<file path="config.mk">
export PLATFORM = sky130hd
export DESIGN_NAME = bia_ctrl
export DESIGN_NICKNAME = d
export VERILOG_FILES = /design/src/hdl/bia_pkg.sv /design/src/hdl/bia_ctrl.sv
export SDC_FILE = /design/constraint.sdc
export NUM_CORES = 1
export LEC_CHECK = 0
export ABC_AREA = 1
export BUFFER_PORTS_ARGS = -buffer_cell sky130_fd_sc_hd__buf_2
export CAP_MARGIN = 40
export CORE_AREA = 2 2 39 41
export DETAILED_ROUTE_END_ITERATION = 10
export DIE_AREA = 0 0 41 43
export PLACE_DENSITY = 0.54
export SETUP_SLACK_MARGIN = 0.1
export SLEW_MARGIN = 20
export SYNTH_ARGS = -nofsm -noshare
export SYNTH_HDL_FRONTEND = slang
export SYNTH_SLANG_ARGS = --single-unit
export TNS_END_PERCENT = 30
</file>
<file path="constraint.sdc">
create_clock -name clock -period 2.5 [get_ports clock]
set_input_delay 0.625 -clock clock [delete_from_list [all_inputs] [get_ports clock]]
set_output_delay 0.625 -clock clock [all_outputs]
set_load 0.02 [all_outputs]
</file>
<file path="src/hdl/bia_pkg.sv">
// types and constants shared by the bitmap id allocator files
`default_nettype none

package bia_pkg;

   // fixed field widths
   localparam int ID_W       = 13;
   localparam int NODE_W     = 16;
   localparam int FW_W       = 8;
   localparam int STATUS_W   = 2;
   localparam int CSR_IDX_W  = 1;
   localparam int CSR_DATA_W = 16;

   // configuration reset values
   localparam logic [FW_W-1:0]   FIRST_WORD_RESET = 8'd1;
   localparam logic [NODE_W-1:0] OWN_NODE_RESET   = 16'd0;

   // request kinds
   localparam logic KIND_ALLOC = 1'b0;
   localparam logic KIND_FREE  = 1'b1;

   // configuration register indexes
   typedef enum logic [CSR_IDX_W-1:0] {
      CSR_FIRST_WORD = 1'b0,
      CSR_OWN_NODE   = 1'b1
   } csr_index_type;

   // result status codes
   typedef enum logic [STATUS_W-1:0] {
      STAT_OK          = 2'd0,
      STAT_EXHAUSTED   = 2'd1,
      STAT_DOUBLE_FREE = 2'd2,
      STAT_FOREIGN     = 2'd3
   } status_type;

   // controller states
   typedef enum logic [2:0] {
      ST_INIT,
      ST_IDLE,
      ST_ASRCH,
      ST_FREM,
      ST_FCHK,
      ST_PSRCH,
      ST_DONE
   } bia_state_type;

   // controller to datapath commands
   typedef struct packed {
      logic init_wr;
      logic accept;
      logic srch_step;
      logic alloc_take;
      logic alloc_fail;
      logic rover_set;
      logic free_decode;
      logic free_set;
      logic free_dup;
      logic load_out;
   } bia_cmd_type;

   // datapath to controller status
   typedef struct packed {
      logic init_last;
      logic word_nonzero;
      logic search_last;
      logic cleared_nonzero;
      logic foreign;
      logic in_range;
      logic bit_set;
      logic on_rover;
      logic out_free;
   } bia_stat_type;

endpackage

`default_nettype wire

</file>
<file path="src/hdl/bia_ctrl.sv">
// controller state machine of the bitmap id allocator
`default_nettype none

module bia_ctrl import bia_pkg::*; (
   input  wire logic         clock,
   input  wire logic         reset,
   input  wire logic         req_valid,
   input  wire logic         req_kind,
   output logic              req_ready,
   input  wire bia_stat_type stat,
   output bia_cmd_type       cmd
);

   bia_state_type state_ff;
   bia_state_type state_in;

   // state register
   always_ff @(posedge clock) begin
      if (reset) begin
         state_ff <= ST_INIT;
      end else begin
         state_ff <= state_in;
      end
   end

   // next state and commands
   always_comb begin
      state_in  = state_ff;
      cmd       = '0;
      req_ready = 1'b0;
      case (state_ff)
         ST_INIT: begin
            // fill the map with all-free words
            cmd.init_wr = 1'b1;
            if (stat.init_last) begin
               state_in = ST_IDLE;
            end
         end
         ST_IDLE: begin
            req_ready = 1'b1;
            if (req_valid) begin
               cmd.accept = 1'b1;
               state_in   = (req_kind == KIND_ALLOC) ? ST_ASRCH : ST_FREM;
            end
         end
         ST_ASRCH: begin
            // look for a word with a free bit, starting at the rover
            if (stat.word_nonzero) begin
               cmd.alloc_take = 1'b1;
               state_in       = stat.cleared_nonzero ? ST_DONE : ST_PSRCH;
            end else if (stat.search_last) begin
               cmd.alloc_fail = 1'b1;
               state_in       = ST_DONE;
            end else begin
               cmd.srch_step = 1'b1;
            end
         end
         ST_FREM: begin
            cmd.free_decode = 1'b1;
            if (stat.foreign || !stat.in_range) begin
               state_in = ST_DONE;
            end else begin
               state_in = ST_FCHK;
            end
         end
         ST_FCHK: begin
            if (stat.bit_set) begin
               cmd.free_dup = 1'b1;
               state_in     = ST_DONE;
            end else begin
               cmd.free_set = 1'b1;
               state_in     = stat.on_rover ? ST_PSRCH : ST_DONE;
            end
         end
         ST_PSRCH: begin
            // move the rover on to the next word with a free bit
            if (stat.word_nonzero) begin
               cmd.rover_set = 1'b1;
               state_in      = ST_DONE;
            end else if (stat.search_last) begin
               state_in = ST_DONE;
            end else begin
               cmd.srch_step = 1'b1;
            end
         end
         ST_DONE: begin
            if (stat.out_free) begin
               cmd.load_out = 1'b1;
               state_in     = ST_IDLE;
            end
         end
         default: begin
            state_in = ST_INIT;
         end
      endcase
   end

endmodule

`default_nettype wire

</file>
==> results.json, run 1 <==
{
  "status": "complete, no violations",
  "hp-start": "reset",
  "fp-row-count": 14,
  "clock.fmax_mhz": 534,
  "leakagePower_nw": 0.317,
  "hold_violations": 0,
  "grt_max_degree": 8,
  "worst_setup_path_end_kind": "output port",
  "finalWirelength_um": 815,
  "first_global_vias": 377,
  "met2_usage_pct": 18.8,
  "route.detailed.drc": 0,
  "whs_ps": 575,
  "viasPerCell": 4.17,
  "ir_drop_uv": 389,
  "worstMarginPinSlew_ps": 233,
  "synthCells": 66,
  "grt_use_met1_pct": 13.5,
  "antennaDiodeCount": 0,
  "multi_input_area_um2": 213,
  "fin_skew_ps": 3.25,
  "slew_viol_final": 0,
  "clock_latency_ps": 230,
  "num_io_pins": 24,
  "regMostFlops": "state_ff",
  "avgRoutedWirePerCell_um": 7.48,
  "largest_reg_flops": 3,
  "n_fill_cell": 172,
  "layout_min_cycle_time_ps": 1870,
  "placed_cell_area_um2": 472,
  "layout_commonest_cell": "buf_2",
  "layout_common_cells": "buf_2, nor2_1, inv_1, nand2_1, nand3_1",
  "cts-htree-levels": 1,
  "grtUsageTotal_pct": 11.7,
  "yosys_warnings": 0,
  "rr_startpoint": "state_ff[2]",
  "min_path_cells": 2,
  "finalSetupViolations": 0,
  "synth.avg_cell_area_um2": 5.10,
  "cts.clk_slew.worst_paths_ps": 40,
  "die_area_um2": 1760,
  "worstPathMaxFanout": 3,
  "cts_tree": "yes",
  "grt_overflow": 0,
  "antenna_found_initial": 0,
  "synth_cell_types": 14,
  "min_path_type": "in2reg",
  "die_w_um": 41,
  "period_share_pct": 74.9,
  "rsz0062_at_grt": "false",
  "worstSetupStartpoint": "stat[6]",
  "synth_nets": 79,
  "synth-seq-area-share_pct": 17.8,
  "core_area_um2": 1380,
  "antenna_left": 0,
  "postLayoutCoreUtil_pct": 36.0,
  "num_vias": 455,
  "dp.cells": 105,
  "first_iter_violations": 6,
  "power_density_nw_per_um2": 978,
  "cts_resized": 0,
  "post_cts_buffers": 0,
  "io_buffers": 23,
  "largestRegisters": "state_ff: 3 flops",
  "nets": 107,
  "r2r.worst_path.cells": 7,
  "cts-root-buf": "clkbuf_4",
  "die_h_um": 43,
  "top_usage_layer": "met2",
  "dp_hpwl_um": 699,
  "grt_pass1_wl_mm": 1.40,
  "start_util_pct": 24.3,
  "cp.arrival_ps": 1250,
  "layout.cells.non_filler": 109,
  "numCtsBuffers": 3,
  "drtPass1Iterations": 4,
  "cp.required_ps": 1880,
  "gp_congestion": 0.712,
  "postCtsHoldBufs": 0,
  "maxSlewHeadroom_pct": 84.5,
  "path_class": "in2out",
  "final-seq-area_um2": 60.1,
  "drive_gt1_share_pct": 33.3,
  "synth_area_um2": 337,
  "synth.ff_latch_count": 3,
  "areaGrowthSynthToFinish_pct": 48.0,
  "maxCapViolCount": 0,
  "cts_buffer_depth": 2,
  "fin_area_um2": 498,
  "critical_path.startpoint_type": "input pin",
  "cts.sinks": 3,
  "grt_use_met3_pct": 3.14,
  "setup_tns_ps": 0
}
==> cell usage after synthesis <==
| cell type | count | share of area, % |
|---|---|---|
| inv_1 | 16 | 18 |
| o2111ai_1 | 1 | 2.6 |
| a21oi_2 | 1 | 2.6 |
| nand3_2 | 1 | 3.0 |
| nand2_1 | 10 | 11 |
| dfxtp_1 | 3 | 18 |
| nor3_1 | 1 | 1.5 |
| a21oi_1 | 3 | 4.5 |
| o21ai_1 | 1 | 1.5 |
| nor2_2 | 2 | 3.7 |
| inv_2 | 1 | 1.1 |
| nand4_1 | 2 | 3.7 |
| nand3_1 | 6 | 8.9 |
| nor2_1 | 18 | 20 |
==> cell type report <==
class / instances / area share, %
repair buffers: 23 / 23.1
flip-flops and latches: 3 / 12.1
clock buffers: 4 / 5.28
inverters: 17 / 12.8
well taps: 16 / 4.02
multi-input cells: 46 / 42.7
==> worst max-delay path: stages <==
cell,delay [ps]
buf_2,100
nor2_1,170
inv_1,70
a21oi_1,110
buf_2,170
==> power breakdown <==
| group | leakage, nW | internal [mW] | switching, mW |
|---|---|---|---|
| Combinational | 0.278 | 0.106 | 0.201 |
| Clock | 0.0150 | 0.0597 | 0.0240 |
| Sequential | 0.0246 | 0.0672 | 0.0284 |
| Total | 0.317 | 0.233 | 0.254 |
==> final timing paths <==
check	endpoint	slack, ps
setup / recovery	cmd[7]	630
hold / removal	state_ff[0]	580
setup reg to reg	state_ff[0]	1350
hold reg to reg	state_ff[1]	640
==> cells by family after synthesis <==
logic type / synth area share (%)
DFF: 17.8
and+or+nand+nor: 52.0
buffers and inverters: 19.0
AOI/OAI and AO/OA: 11.2
==> metal layers <==
layer	vias to the layer above	routed length (um)
li1	257	-
met1	185	356
met2	13	402
met3	0	56
met4	0	0
met5	-	0
==> stage by stage <==
step	total power [mW]	setup WS (ps)
after floorplan	0.322	692
after global placement	0.407	628
after detailed placement	0.408	618
after CTS	0.498	614
after global routing	0.545	478
final	0.487	628
No activity file was read; power rests on OpenSTA's default activity.
==> run 2, diff against run 1 <==
Settings changed: PLACE_DENSITY 0.54 to 0.56.
Clock period 2.5 ns to 1.55 ns, I/O delays scaled along.
==> results.json, run 2 (synthesis gave the netlist of run 1 again) <==
{
  "drive_gt1_share_pct": 47.9,
  "path_class": "reg2out",
  "postLayoutCoreUtil_pct": 43.8,
  "slew_viol_final": 0,
  "layout_common_cells": "buf_2, nor2_1, inv_1, nand2_1, buf_4",
  "cts_buffer_depth": 2,
  "min_path_type": "in2reg",
  "clock_latency_ps": 230,
  "grt_use_met3_pct": 1.57,
  "cp.required_ps": 1160,
  "n_fill_cell": 159,
  "layout_min_cycle_time_ps": 1440,
  "power_density_nw_per_um2": 1600,
  "core_area_um2": 1380,
  "cts_tree": "yes",
  "dp_hpwl_um": 699,
  "grt_max_degree": 8,
  "critPathMaxStageDelay_ps": 380,
  "drtPass1Iterations": 4,
  "cts-htree-levels": 1,
  "first_iter_violations": 8,
  "gp_congestion": 0.777,
  "finalWirelength_um": 907,
  "fp-row-count": 14,
  "first_global_vias": 400,
  "crit_chain": "inv_6, nand3_4, nor3_2, buf_4",
  "cp_top_family": "flip-flops",
  "regMostFlops": "state_ff",
  "worstMarginPinSlew_ps": 201,
  "largest_reg_flops": 3,
  "power_mw": 0.968,
  "final-seq-area_um2": 71.3,
  "cts.sinks": 3,
  "num_vias": 483,
  "ir_drop_uv": 677,
  "grt_overflow": 0,
  "period_share_pct": 93.2,
  "viasPerCell": 4.31,
  "fin_skew_ps": 3.26,
  "dp.cells": 105,
  "setup_tns_ps": 0,
  "antenna_left": 0,
  "leakagePower_nw": 0.341,
  "grt_use_met1_pct": 13.8,
  "crit_buf_inv": 2,
  "hp-start": "reset",
  "postCtsHoldBufs": 0,
  "rsz0062_at_grt": "true",
  "rr_startpoint": "state_ff[2]",
  "start_util_pct": 24.3,
  "critical_path.startpoint_type": "flip-flop",
  "worst_setup_path_end_kind": "output port",
  "num_io_pins": 24,
  "hold_violations": 0,
  "die_w_um": 41,
  "cts-root-buf": "clkbuf_4",
  "worstSetupStartpoint": "state_ff[2]",
  "multi_input_area_um2": 267,
  "layout.cells.non_filler": 112,
  "top_usage_layer": "met2",
  "finalSetupViolations": 0,
  "cts.clk_slew.worst_paths_ps": 40,
  "worstPathMaxFanout": 7,
  "antennaDiodeCount": 0,
  "maxCapViolCount": 0,
  "grtUsageTotal_pct": 11.0,
  "largestRegisters": "state_ff: 3 flops",
  "clock.fmax_mhz": 693,
  "grt_pass1_wl_mm": 1.38,
  "status": "complete, no violations",
  "avgRoutedWirePerCell_um": 8.10,
  "io_buffers": 23,
  "whs_ps": 328,
  "die_h_um": 43,
  "cp.arrival_ps": 1060,
  "die_area_um2": 1760,
  "nets": 110,
  "antenna_found_initial": 0,
  "crit_slowest_cell": "dfxtp_4",
  "numCtsBuffers": 3,
  "areaGrowthSynthToFinish_pct": 79.9,
  "met2_usage_pct": 17.2,
  "layout_commonest_cell": "buf_2",
  "maxSlewHeadroom_pct": 86.5,
  "route.detailed.drc": 0
}
==> run 2: final timing paths <==
path	cells past startpoint	to	slack (ps)
worst min register to register	2	state_ff[1]	640
worst max-delay path	4	cmd[5]	110
worst min-delay path	2	state_ff[0]	330
worst max register to register	8	state_ff[1]	420
==> run 2: timing repair <==
item	4_1_cts	5_1_grt
resized for setup	19	8
pin swaps	0	1
setup endpoints to repair	11	11
endpoints found under the hold margin	0	0
buffers inserted	0	3
==> run 2: layout make-up <==
cell class	count	share of cell area (%)
Multi-Input combinational cell	46	44.0
Timing Repair Buffer	26	24.4
Inverter	17	12.2
Sequential cell	3	11.8
Clock buffer	4	4.34
Tap cell	16	3.31
==> run 2: per-stage QoR <==
step,instance area (um2),setup slack (ps)
floorplan,337,112
global route,606,37.3
CTS,551,75.2
detailed placement,472,134
finish,606,106
global placement,472,163
==> run 2: report_power, final <==
group / internal (mW) / switching, mW
registers: 0.127 / 0.0951
clock network: 0.0964 / 0.0390
logic: 0.251 / 0.360
==> run 2: layer usage <==
| metal | part of all wire [%] | routed length, um |
|---|---|---|
| met1 | 44 | 399 |
| met2 | 48 | 437 |
| met3 | 7.7 | 70 |
| met4 | 0 | 0 |
| met5 | 0 | 0 |
==> run 3, diff against run 2 <==
Settings changed: ABC_AREA 1 to default, PLACE_DENSITY 0.56 to 0.6.
==> results.json, run 3 <==
{
  "status": "finished with violations",
  "violations": "setup timing",
  "min_path_type": "in2reg",
  "postCtsHoldBufs": 0,
  "avgRoutedWirePerCell_um": 12.0,
  "worst_setup_path_end_kind": "output port",
  "pwr-share-seq_pct": 17.4,
  "synth.most_common_cell": "nor2_1",
  "placed_cell_area_um2": 556,
  "grt_max_degree": 12,
  "die_w_um": 41,
  "areaGrowthSynthToFinish_pct": 78.9,
  "rsz0062_at_grt": "true",
  "layout_min_cycle_time_ps": 1620,
  "die_h_um": 43,
  "slew_viol_final": 0,
  "synth_top_area_share_pct": 15.6,
  "synth_area_um2": 385,
  "grt_pass1_wl_mm": 1.92,
  "combPwrFrac_pct": 67.8,
  "drive_gt1_share_pct": 52.2,
  "cts_buffer_depth": 2,
  "nets": 104,
  "antenna_left": 0,
  "timing.final.ws_setup_ps": -69.7,
  "leakagePower_nw": 0.309,
  "synth-seq-area-share_pct": 15.6,
  "cts.clk_slew.worst_paths_ps": 40,
  "dp_hpwl_um": 894,
  "crit_slowest_cell": "or3b_4",
  "layout_commonest_cell": "buf_2",
  "power_mw": 0.960,
  "synth_cell_types": 25,
  "core_area_um2": 1380,
  "num_io_pins": 24,
  "io_buffers": 23,
  "regMostFlops": "state_ff",
  "clock_latency_ps": 240,
  "fin_area_um2": 689,
  "switching_share_pct": 43.9,
  "critPathMaxStageDelay_ps": 400,
  "largest_reg_flops": 3,
  "crit_chain": "or3b_4, nor2_1, buf_4",
  "route.detailed.drc": 0,
  "fin_skew_ps": 7.91,
  "first_iter_violations": 18,
  "path_class": "reg2out",
  "p_int_mw": 0.539,
  "grt_overflow": 0,
  "cts_tree": "yes",
  "power_density_nw_per_um2": 1390,
  "maxCapViolCount": 0,
  "clkPwrFrac_pct": 14.8,
  "worstPathMaxFanout": 8,
  "synth_flop_cell": "dfxtp_1",
  "synthCells": 56,
  "grtUsageTotal_pct": 15.5,
  "fp-row-count": 14,
  "synth.avg_cell_area_um2": 6.88,
  "worstMarginPinSlew_ps": 377,
  "first_global_vias": 491,
  "cp_top_family": "simple AND/OR/NAND/NOR gates",
  "yosys-top-cells-area": "dfxtp_1, and2_1, a21oi_1, o21ai_0, and3_1",
  "p_switching_mw": 0.421,
  "synth_edf_count": 0,
  "die_area_um2": 1760,
  "gp_congestion": 0.811,
  "cts-root-buf": "clkbuf_4",
  "largestRegisters": "state_ff: 3 flops",
  "cts-htree-levels": 1,
  "synth_common_cells": "nor2_1, a21oi_1, and2_1, nand2_1, o21ai_0",
  "numCtsBuffers": 3,
  "async_reset_ff_share_pct": 0,
  "cp.required_ps": 1160,
  "maxSlewHeadroom_pct": 74.6,
  "cts.sinks": 3,
  "cp.arrival_ps": 1230,
  "crit_buf_inv": 1,
  "period_share_pct": 104,
  "viasPerCell": 5.38,
  "antenna_found_initial": 0,
  "num_vias": 570,
  "start_util_pct": 27.8,
  "yosys_warnings": 0,
  "synth.ff_latch_count": 3,
  "yosysTopAreaCell": "dfxtp_1",
  "hold_violations": 0,
  "ir_drop_uv": 675,
  "critical_path.startpoint_type": "flip-flop",
  "whs_ps": 350,
  "synth_nets": 69,
  "antennaDiodeCount": 0,
  "finalWirelength_mm": 1.27,
  "drtPass1Iterations": 4,
  "layout_common_cells": "buf_2, buf_4, nor2_1, buf_6",
  "clock.fmax_mhz": 617,
  "finalSetupViolations": 3
}
-- run 3: changes by cell type after synthesis, sizes merged, moves of 3 or more --
| cell | previous run | this run |
|---|---|---|
| nand2 | 10 | 4 |
| and2 | 0 | 4 |
| nor2b | 0 | 3 |
| o21ai | 1 | 4 |
| nand3 | 7 | 0 |
| inv | 17 | 3 |
| nor2 | 20 | 5 |
| and3 | 0 | 3 |
| nand2b | 0 | 3 |
-- run 3: per-stage QoR --
stage                     util (%)  worst slack, ps  setup TNS (ps)  std cells
after floorplan                  -            -25.4           -25.4         56
after global placement        40.1             57.0               0         97
after detailed placement      40.1             88.5               0         97
after CTS                     44.2            -69.3            -244        101
after global routing          49.8             -123            -559        106
final                         49.8            -69.7            -144        106
-- run 3: metal layers --
metal  track usage [%]  vias up  share of wire (%)
met2              23.1       29                 48
met5                 0        -                  0
met4              8.00        0               0.55
met1              20.1      262                 45
li1                  -      277                  -
met3              3.14        2                6.8
-- run 3: final timing paths --
check / from / to / slack (ps) / cells past startpoint
max: state_ff[1] / cmd[2] / -70 / 3
min: reset / state_ff[1] / 350 / 2
max reg2reg: state_ff[1] / state_ff[1] / 150 / 4
min reg2reg: state_ff[2] / state_ff[2] / 650 / 3
-- run 3: power by group through the flow --
| stage | clock [mW] | sequential (mW) | combinational, mW |
|---|---|---|---|
| floorplan | 0 | 0.128 | 0.351 |
| global placement | 0 | 0.145 | 0.520 |
| detailed placement | 0 | 0.145 | 0.517 |
| CTS | 0.147 | 0.153 | 0.554 |
| global route | 0.153 | 0.174 | 0.704 |
| finish | 0.142 | 0.167 | 0.651 |
-- run 3: layout make-up --
type / count / area (um2)
Timing Repair Buffer: 33 / 226
Tap cell: 16 / 20.0
Inverter: 3 / 15.0
Clock buffer: 4 / 26.3
Multi-Input combinational cell: 47 / 330
Fill cell: 155 / 694
Sequential cell: 3 / 71.3
-- run 3: kinds of logic (layout without fill, tap and decap cells) --
kind of cell           after synthesis  after routing  synth area share [%]
AOI/OAI and AO/OA                   16             16                  30.8
DFF                                  3              3                  15.6
buffers and inverters                6             40                  6.49
and+or+nand+nor                     31             31                  47.1
-- run 3: repair_timing --
item                                    in CTS  in global routing
resized for setup                           11                 13
pin swaps                                    1                  1
setup buffers                                0                  5
endpoints found under the setup margin      11                 13
